`src/rtl/gda_pkg.sv`:
```
// ============================================================================
// Gregorian date adder package
// Shared types, codes and calendar helpers for the date adder block.
// ============================================================================
`default_nettype none

package gda_pkg;

    // Largest year that the date fields can carry.
    localparam logic [14:0] YEAR_MAX = 15'h7FFF;

    // Length of the Gregorian leap cycle in years.
    localparam int YEAR_CYCLE = 400;

    // Operation selected by the mode field.
    typedef enum logic [1:0] {
        MODE_DAYS   = 2'd0,
        MODE_WEEKS  = 2'd1,
        MODE_MONTHS = 2'd2,
        MODE_YEARS  = 2'd3
    } mode_t;

    // Result status codes.
    typedef enum logic [1:0] {
        ST_OK       = 2'd0,
        ST_INVALID  = 2'd1,
        ST_OVERFLOW = 2'd2
    } status_t;

    // Working date, with the year also kept modulo the leap cycle.
    typedef struct packed {
        logic [4:0]  day;
        logic [3:0]  month;
        logic [14:0] year;
        logic [8:0]  r400;
    } date_t;

    // Leap rule from the year modulo 400: divisible by 4 but not by 100,
    // or divisible by 400.
    function automatic logic is_leap(input logic [8:0] r400);
        return (r400[1:0] == 2'b00) &&
               (r400 != 9'd100) && (r400 != 9'd200) && (r400 != 9'd300);
    endfunction

    // Month length; months outside 1..12 have no days.
    function automatic logic [4:0] days_in(input logic [3:0] month, input logic leap);
        logic [4:0] len;
        unique case (month)
            4'd1, 4'd3, 4'd5, 4'd7, 4'd8, 4'd10, 4'd12: len = 5'd31;
            4'd4, 4'd6, 4'd9, 4'd11:                    len = 5'd30;
            4'd2:                                       len = leap ? 5'd29 : 5'd28;
            default:                                    len = 5'd0;
        endcase
        return len;
    endfunction

endpackage

`default_nettype wire

```
`src/rtl/gregorian_date_adder_unit.sv`:
```
// ============================================================================
// Gregorian date adder
// Adds days, weeks, months or years to a start date, one day or one month
// per cycle through a shared step unit.
// ============================================================================
// Sequence: the year is reduced modulo 400 by restoring steps, a check state
//   follows, then one day or month is stepped per cycle (amount, 7 x amount
//   or amount steps). Years mode and invalid dates skip the step loop.
// Flow: a new word is taken only back in idle, after the finish state has
//   registered the last result; an output stall holds the finish state.
// Reset: aresetn (synchronous, active low) idles the sequencer and drops m_tvalid.
`default_nettype none

module gregorian_date_adder_unit #(
    parameter int MAX_AMOUNT = 4095
) (
    input  logic        aclk,
    input  logic        aresetn,
    // s_tdata: mode[1:0], start_day[6:2], start_month[10:7],
    //          start_year[25:11], amount[37:26], zero fill[39:38]
    input  logic        s_tvalid,
    output logic        s_tready,
    input  logic [39:0] s_tdata,
    // m_tdata: end_day[4:0], end_month[8:5], end_year[23:9],
    //          status[25:24], zero fill[31:26]
    output logic        m_tvalid,
    input  logic        m_tready,
    output logic [31:0] m_tdata
);
    import gda_pkg::*;

    localparam int AMT_LIM = (MAX_AMOUNT < 4095) ? MAX_AMOUNT : 4095;
    localparam int AMT_W   = $clog2(AMT_LIM + 1);
    localparam int CNT_W   = $clog2(AMT_LIM * 7 + 1);

    typedef enum logic [2:0] {
        S_IDLE,
        S_MODRED,
        S_CHECK,
        S_RUN,
        S_FINISH
    } state_t;

    state_t            state_reg;
    date_t             date_reg;
    mode_t             mode_reg;
    status_t           status_reg;
    logic [AMT_W-1:0]  amt_reg;
    logic [CNT_W-1:0]  cnt_reg;
    logic [14:0]       rem_reg;
    logic [2:0]        k_reg;
    logic              m_tvalid_reg;
    logic [31:0]       m_tdata_reg;

    logic [11:0]       in_amount;
    logic [AMT_W-1:0]  amt_next;
    logic [CNT_W-1:0]  cnt_next;
    logic [14:0]       mod_div;
    logic [14:0]       rem_next;
    logic              start_ok;
    logic [15:0]       year_sum;
    date_t             date_next;
    logic              step_ovf;

    // Amount, limited to the configured maximum.
    assign in_amount = s_tdata[37:26];
    assign amt_next  = (32'(in_amount) > MAX_AMOUNT) ? AMT_W'(AMT_LIM) : AMT_W'(in_amount);

    // Step count: weeks take seven day steps each.
    assign cnt_next = (mode_reg == MODE_WEEKS) ?
                      CNT_W'({amt_reg, 3'b000}) - CNT_W'(amt_reg) : CNT_W'(amt_reg);

    // One restoring step of the year reduction modulo 400.
    assign mod_div  = 15'(YEAR_CYCLE) << k_reg;
    assign rem_next = (rem_reg >= mod_div) ? rem_reg - mod_div : rem_reg;

    // Start date check and the years-mode sum.
    assign start_ok = (date_reg.day != 5'd0) &&
                      (date_reg.day <= days_in(date_reg.month, is_leap(date_reg.r400)));
    assign year_sum = 16'(date_reg.year) + 16'(amt_reg);

    // Shared day or month step.
    gda_step u_step (
        .cur        (date_reg),
        .month_mode (mode_reg == MODE_MONTHS),
        .nxt        (date_next),
        .ovf        (step_ovf)
    );

    // Sequencer with its registered outputs.
    always_ff @(posedge aclk) begin
        if (!aresetn) begin
            state_reg    <= S_IDLE;
            m_tvalid_reg <= 1'b0;
        end else begin
            // The finish state drives m_tvalid_reg itself in its own cycle.
            if (m_tvalid_reg && m_tready && (state_reg != S_FINISH)) begin
                m_tvalid_reg <= 1'b0;
            end
            unique case (state_reg)
                S_IDLE: begin
                    if (s_tvalid) begin
                        mode_reg      <= mode_t'(s_tdata[1:0]);
                        date_reg.day   <= s_tdata[6:2];
                        date_reg.month <= s_tdata[10:7];
                        date_reg.year  <= s_tdata[25:11];
                        date_reg.r400  <= 9'd0;
                        amt_reg       <= amt_next;
                        rem_reg       <= s_tdata[25:11];
                        k_reg         <= 3'd6;
                        status_reg    <= ST_OK;
                        state_reg     <= S_MODRED;
                    end
                end
                S_MODRED: begin
                    rem_reg <= rem_next;
                    k_reg   <= k_reg - 3'd1;
                    if (k_reg == 3'd0) begin
                        date_reg.r400 <= rem_next[8:0];
                        state_reg     <= S_CHECK;
                    end
                end
                S_CHECK: begin
                    cnt_reg <= cnt_next;
                    if (!start_ok) begin
                        status_reg <= ST_INVALID;
                        state_reg  <= S_FINISH;
                    end else if (mode_reg == MODE_YEARS) begin
                        if (year_sum > 16'(YEAR_MAX)) begin
                            date_reg.year <= YEAR_MAX;
                            status_reg    <= ST_OVERFLOW;
                        end else begin
                            date_reg.year <= year_sum[14:0];
                        end
                        state_reg <= S_FINISH;
                    end else begin
                        state_reg <= S_RUN;
                    end
                end
                S_RUN: begin
                    if (cnt_reg == '0) begin
                        state_reg <= S_FINISH;
                    end else if (step_ovf) begin
                        status_reg <= ST_OVERFLOW;
                        state_reg  <= S_FINISH;
                    end else begin
                        date_reg <= date_next;
                        cnt_reg  <= cnt_reg - CNT_W'(1);
                    end
                end
                S_FINISH: begin
                    if (!m_tvalid_reg || m_tready) begin
                        m_tdata_reg  <= {6'b000000, status_reg, date_reg.year,
                                         date_reg.month, date_reg.day};
                        m_tvalid_reg <= 1'b1;
                        state_reg    <= S_IDLE;
                    end
                end
                default: begin
                    state_reg <= S_IDLE;
                end
            endcase
        end
    end

    assign s_tready = (state_reg == S_IDLE);
    assign m_tvalid = m_tvalid_reg;
    assign m_tdata  = m_tdata_reg;

    // An accepted word starts the year reduction at once.
    a_accept_busy: assert property (@(posedge aclk) disable iff (!aresetn)
        s_tvalid && s_tready |=> !s_tready && (state_reg == S_MODRED))
        else $error("sequencer did not leave idle after accepting a word");

    // The step counter falls by one per completed step.
    a_cnt_step: assert property (@(posedge aclk) disable iff (!aresetn)
        (state_reg == S_RUN) && (cnt_reg != '0) && !step_ovf
        |=> cnt_reg == $past(cnt_reg) - CNT_W'(1))
        else $error("step counter did not decrement");

    // A good result always carries a nonzero day and a month from 1 to 12.
    a_ok_date: assert property (@(posedge aclk) disable iff (!aresetn)
        m_tvalid && (m_tdata[25:24] == ST_OK) |->
        (m_tdata[4:0] != 5'd0) && (m_tdata[8:5] != 4'd0) && (m_tdata[8:5] <= 4'd12))
        else $error("result date out of range with ok status");

    // Status never takes the unused code.
    a_status_code: assert property (@(posedge aclk) disable iff (!aresetn)
        m_tvalid |-> (m_tdata[25:24] != 2'b11))
        else $error("result status holds an unused code");

endmodule

`default_nettype wire

```
`src/rtl/gda_step.sv`:
```
// ============================================================================
// Date step unit
// Advances a date by one day, or by one month with day clamping, and flags
// a step that would carry the year past its maximum.
// ============================================================================
`default_nettype none

module gda_step (
    input  gda_pkg::date_t cur,
    input  logic           month_mode,
    output gda_pkg::date_t nxt,
    output logic           ovf
);
    import gda_pkg::*;

    logic [4:0]  len_cur;
    logic [4:0]  len_new;
    logic        year_wrap;
    logic        roll;
    logic [3:0]  month_roll;
    logic [14:0] year_roll;
    logic [8:0]  r400_roll;

    // Month and year after a month rollover.
    assign len_cur    = days_in(cur.month, is_leap(cur.r400));
    assign year_wrap  = (cur.month == 4'd12);
    assign month_roll = year_wrap ? 4'd1 : cur.month + 4'd1;
    assign year_roll  = year_wrap ? cur.year + 15'd1 : cur.year;
    assign r400_roll  = !year_wrap ? cur.r400 :
                        (cur.r400 == 9'(YEAR_CYCLE - 1)) ? 9'd0 : cur.r400 + 9'd1;
    assign len_new    = days_in(month_roll, is_leap(r400_roll));

    // A month step always rolls the month; a day step only at month end.
    assign roll = month_mode || (cur.day >= len_cur);
    assign ovf  = roll && year_wrap && (cur.year == YEAR_MAX);

    always_comb begin
        nxt = cur;
        if (roll) begin
            nxt.month = month_roll;
            nxt.year  = year_roll;
            nxt.r400  = r400_roll;
            if (month_mode) begin
                nxt.day = (cur.day > len_new) ? len_new : cur.day;
            end else begin
                nxt.day = 5'd1;
            end
        end else begin
            nxt.day = cur.day + 5'd1;
        end
    end

endmodule

`default_nettype wire

```
`config.mk`:
```
export PLATFORM = sky130hd
export DESIGN_NAME = gregorian_date_adder_unit
export DESIGN_NICKNAME = d
export VERILOG_FILES = /design/src/rtl/gda_pkg.sv /design/src/rtl/gregorian_date_adder_unit.sv /design/src/rtl/gda_step.sv
export SDC_FILE = /design/constraint.sdc
export NUM_CORES = 1
export LEC_CHECK = 0
export BUFFER_PORTS_ARGS = -buffer_cell sky130_fd_sc_hd__buf_4
export CAP_MARGIN = 10
export CORE_MARGIN = 5
export CORE_UTILIZATION = 39
export CTS_BUF_LIST = sky130_fd_sc_hd__clkbuf_8
export CTS_CLUSTER_DIAMETER = 100
export DETAILED_ROUTE_END_ITERATION = 7
export HOLD_SLACK_MARGIN = 0.03
export PLACE_DENSITY = 0.62
export SETUP_SLACK_MARGIN = 0.15
export SLEW_MARGIN = 30
export SYNTH_ARGS = -nofsm -noshare
export SYNTH_HDL_FRONTEND = slang
export SYNTH_SLANG_ARGS = --single-unit
```
`constraint.sdc`:
```
create_clock -name aclk -period 4.4 [get_ports aclk]
set_clock_uncertainty 0.2 [all_clocks]
set_input_delay 0.66 -clock aclk [delete_from_list [all_inputs] [get_ports aclk]]
set_output_delay 0.66 -clock aclk [all_outputs]
set_load 0.02 [all_outputs]
```
==> summary.md <==
| Metric | Value |
|---|---|
| Outcome | complete, no violations |
| Simple-gate area share of the yosys netlist | 0.174 |
| Mux cell area share after synthesis | 0.0141 |
| Vias | ~6400 |
| Clock sink total | 112 |
| Synth area leader | edfxtp_1 |
| Row count | 52 |
| Vias in the first global route | approximately 6000 |
| Most used DFF post-synth | edfxtp_1 |
| Gr ovfl total | 0 |
| Die Width | 152 microns |
| Number of flops mapped to enable cells by yosys | 108 |
| Int Pwr | between 0.002 and 0.0025 W |
| Mapped Cells | 829 |
| Pleak | roughly 3.5 nW |
| Met3 Use GR | 0.0264 |
| Post-route setup TNS | 0 ns |
| Max Cap Viol | 0 |
| Part of the power in registers | 0.400 |
| Top-area cell type share of the netlist area | 0.410 |
| Complex-gate fraction of the synthesized area | 0.187 |
| Non-Filler Instances | ~1200 |
| Syn_area_per_cell | 9.54 sq um |
| Hold buffers post-CTS | 0 |
| Die Ht | 152 microns |
| CTS tree | yes |
| Fin. max-slew vios | 0 |
| Synth Area in XOR/XNOR | 0.0687 |
| Critical Path Source Type | flop |
| Reg area | 3320 sq um |
| Drt total wl | 19300 microns |
| Final Hold Vio Count | 0 |
| Post-synthesis sequential area ratio | 0.420 |
| Largest family of logic cells by synthesized area | compound AO/OA/AOI/OAI gates |
| Final setup viols | 0 |
| Synth cell types | 70 |
| Worst-path maximum fanout | 7 |
| Total clock buffers created by CTS | 9 |
| Placed Instances | 1150 |
| First-pass GRT wire length | 30900 microns |
| Hold_ws | approximately 0.24 ns |
| CP Data Required Time | 4.33 ns |
| CORE AREA | between 20000 and 25000 sq um |
| Fill cell count | 1899 |
| Fmax | ~250 MHz |
| I/O pin cnt | between 70 and 80 |
| Nets | 997 |
| Synthesized area | between 7000 and 8000 sq um |
| Multi-input gate area | approximately 4300 sq um |
| Antenna diode count | 0 |
| Most Used Layer, Global Route | met2 |
| Largest register FFs | 33 |
| Adder-Cell Fraction of Synth Area | 0.0975 |
| Crit-path cells | inv_1 > ha_1 > buf_4 > a21o_1 > nand2_1 > a21oi_1 > mux2i_1 > nor4_1 > a32oi_1 > ha_1 > nor2b_1 > o21a_1 > o21ai_0 > nand2b_1 > a21oi_1 > a31oi_1 > o221a_2 |
| Placer Congestion | 0.850 |
| Family with the most delay on the worst path | compound AO/OA/AOI/OAI gates |
| Async SR Flop Fraction | 0 |
| Final Cycle Share | 0.903 |
| Yosys reg bits | roughly 110 |
| Via/cell ratio | between 5 and 6 |
| Slew @ Worst Pin | 0.714 ns |
| Ratio of cells with drive above 1 in the final layout | 0.140 |
| M2 GR Usage | 0.263 |
| Worst-skew pair later-pin latency | 0.39 ns |
| Global Route Usage Sum | 0.163 |
| Buf/Inv on CP | 2 |
| CTS HTree Levels | 3 |
| Root Buffer | clkbuf_8 |
| CP arrival | 3.91 ns |
| Clock-pin slew on the worst setup and hold paths | 0.12 ns |
| Antenna violations before repair | 0 |
| CP Capture Type | flop |
| DIE AREA | 23200 sq um |
| Slowest cell on crit path | edfxtp_1 |
| Layout area overhead | 13.4% |
| Psw | 0.00167 W |
| Rel. slew slack | 0.524 |
| Clock network fraction of total power | 0.152 |
| Gate power share | 0.448 |
| Synth top area cells | edfxtp_1 41%, ha_1 9.5%, xnor2_1 4.2% |
| Peak VDD IR | ~220 uV |
| Switching Fraction | 0.403 |
| DP Wirelength | ~15000 microns |
| RSZ-0062 raised after global routing | no |
| YS warnings | 0 |
| Initial Util | 0.393 |
| Port Buffers | 69 |
| Avg WL per Cell | 16.5 microns |
| Worst-case clock buffer depth | 2 |
| Setup CP Type | reg2reg |
| Final min period | 3.97 ns |
| Total power | ~0.0042 W |
| Pwr dens | roughly 460 nW/um^2 |
| DRT Pass-1 Iters | 5 |
| Largest net degree at the start of global routing | 37 |
| Worst path max stage delay | 0.51 ns |
| Worst hold-check path type | in2reg |
| Remaining antenna violation count after routing | 0 |
| DRC violations left | 0 |
| Initial DRC count | roughly 390 |
| Met1 Use GR | 0.227 |
-- metal layers --
metal	part of all wire	wire length, microns	vias to the layer above
met1	0.47	9110	3027
met2	0.47	8990	144
met4	0.013	255	0
li1	-	-	3185
met5	0	0	-
met3	0.048	923	15
-- power groups by stage --
stage               registers (W)  clock network [W]  logic, W
floorplan                 0.00157                  0   0.00146
global placement          0.00168                  0   0.00182
detailed placement        0.00168                  0   0.00184
CTS                       0.00166           0.000647   0.00185
global route              0.00169           0.000701   0.00209
finish                    0.00166           0.000630   0.00186
-- cells in the mapped netlist (3+ instances only) --
cell and count:
o21a_1 11, o31ai_1 8, o21ai_0 53, nor4_1 6, a221oi_1 4, xnor2_1 38
o21bai_1 4, clkbuf_1 33, nand4_1 3, a21boi_0 4, nand3_1 18, buf_4 6
nor2_1 66, nor3_1 19, and4_1 3, mux2i_1 10, or4_1 4, o221ai_1 3
nor2b_1 12, ha_1 60, and2_1 8, or3_1 6, o311ai_0 3, o41ai_1 4
o22ai_1 16, and3_1 15, nor4b_1 3, xor2_1 24, dfxtp_1 4, a211oi_1 11
inv_1 35, or2_2 5, nand2_1 83, edfxtp_1 108, a22oi_1 3, o211ai_1 6
nand2b_1 16, a21o_1 9, a31oi_1 8, a21oi_1 60
-- per-stage QoR --
stage                      util  instance area, sq um  setup WS (ns)
final                     0.446                  8970          0.425
after global routing      0.446                  8970          0.155
after CTS                 0.444                  8930          0.310
after detailed placement  0.435                  8750          0.357
after global placement    0.435                  8750          0.413
after floorplan               -                  7930          0.442
-- path summary, 6_finish.rpt --
path                  from      endpoint  slack (ns)  depth (start not counted)
max           date_reg[25]  date_reg[29]        0.43                         17
min            s_tdata[27]    amt_reg[1]        0.24                          1
max reg2reg   date_reg[25]  date_reg[29]        0.43                         17
min reg2reg  status_reg[0]   m_tdata[24]        0.29                          0
-- timing repair --
action,4_1_cts,5_1_grt
gates resized for setup,0,7
endpoints found under the setup margin,0,14
setup buffers,0,1
endpoints found under the hold margin,0,0
-- cell type report --
type                       instances  share of cell area
clock buffer                       9              0.0138
tap                              270              0.0377
sequential                       112               0.371
timing repair buffer              87              0.0728
clock inverter                     7             0.00711
inverter                          35              0.0146
multi-input combinational        647               0.483
-- cell families after synthesis --
family / after synthesis
mux: 11
flops: 112
xor+xnor: 62
other cells: 1
simple gates: 278
compound gates: 229
buf+inv: 75
fa+ha+maj: 61
-- placed cells by master (no fill, tap or decap), types with 15 or more instances in the layout --
| cell | Yosys | layout |
|---|---|---|
| inv_1 | 35 | 37 |
| and3_1 | 15 | 15 |
| o22ai_1 | 16 | 16 |
| nand3_1 | 18 | 17 |
| nor3_1 | 19 | 16 |
| nand2b_1 | 16 | 16 |
| nand2_1 | 83 | 83 |
| ha_1 | 60 | 60 |
| a21oi_1 | 60 | 60 |
| o21ai_0 | 53 | 53 |
| nor2_1 | 66 | 63 |
| buf_4 | 6 | 87 |
| xor2_1 | 24 | 24 |
| edfxtp_1 | 108 | 108 |
| xnor2_1 | 38 | 38 |
Power figures use the tool's default switching activity.
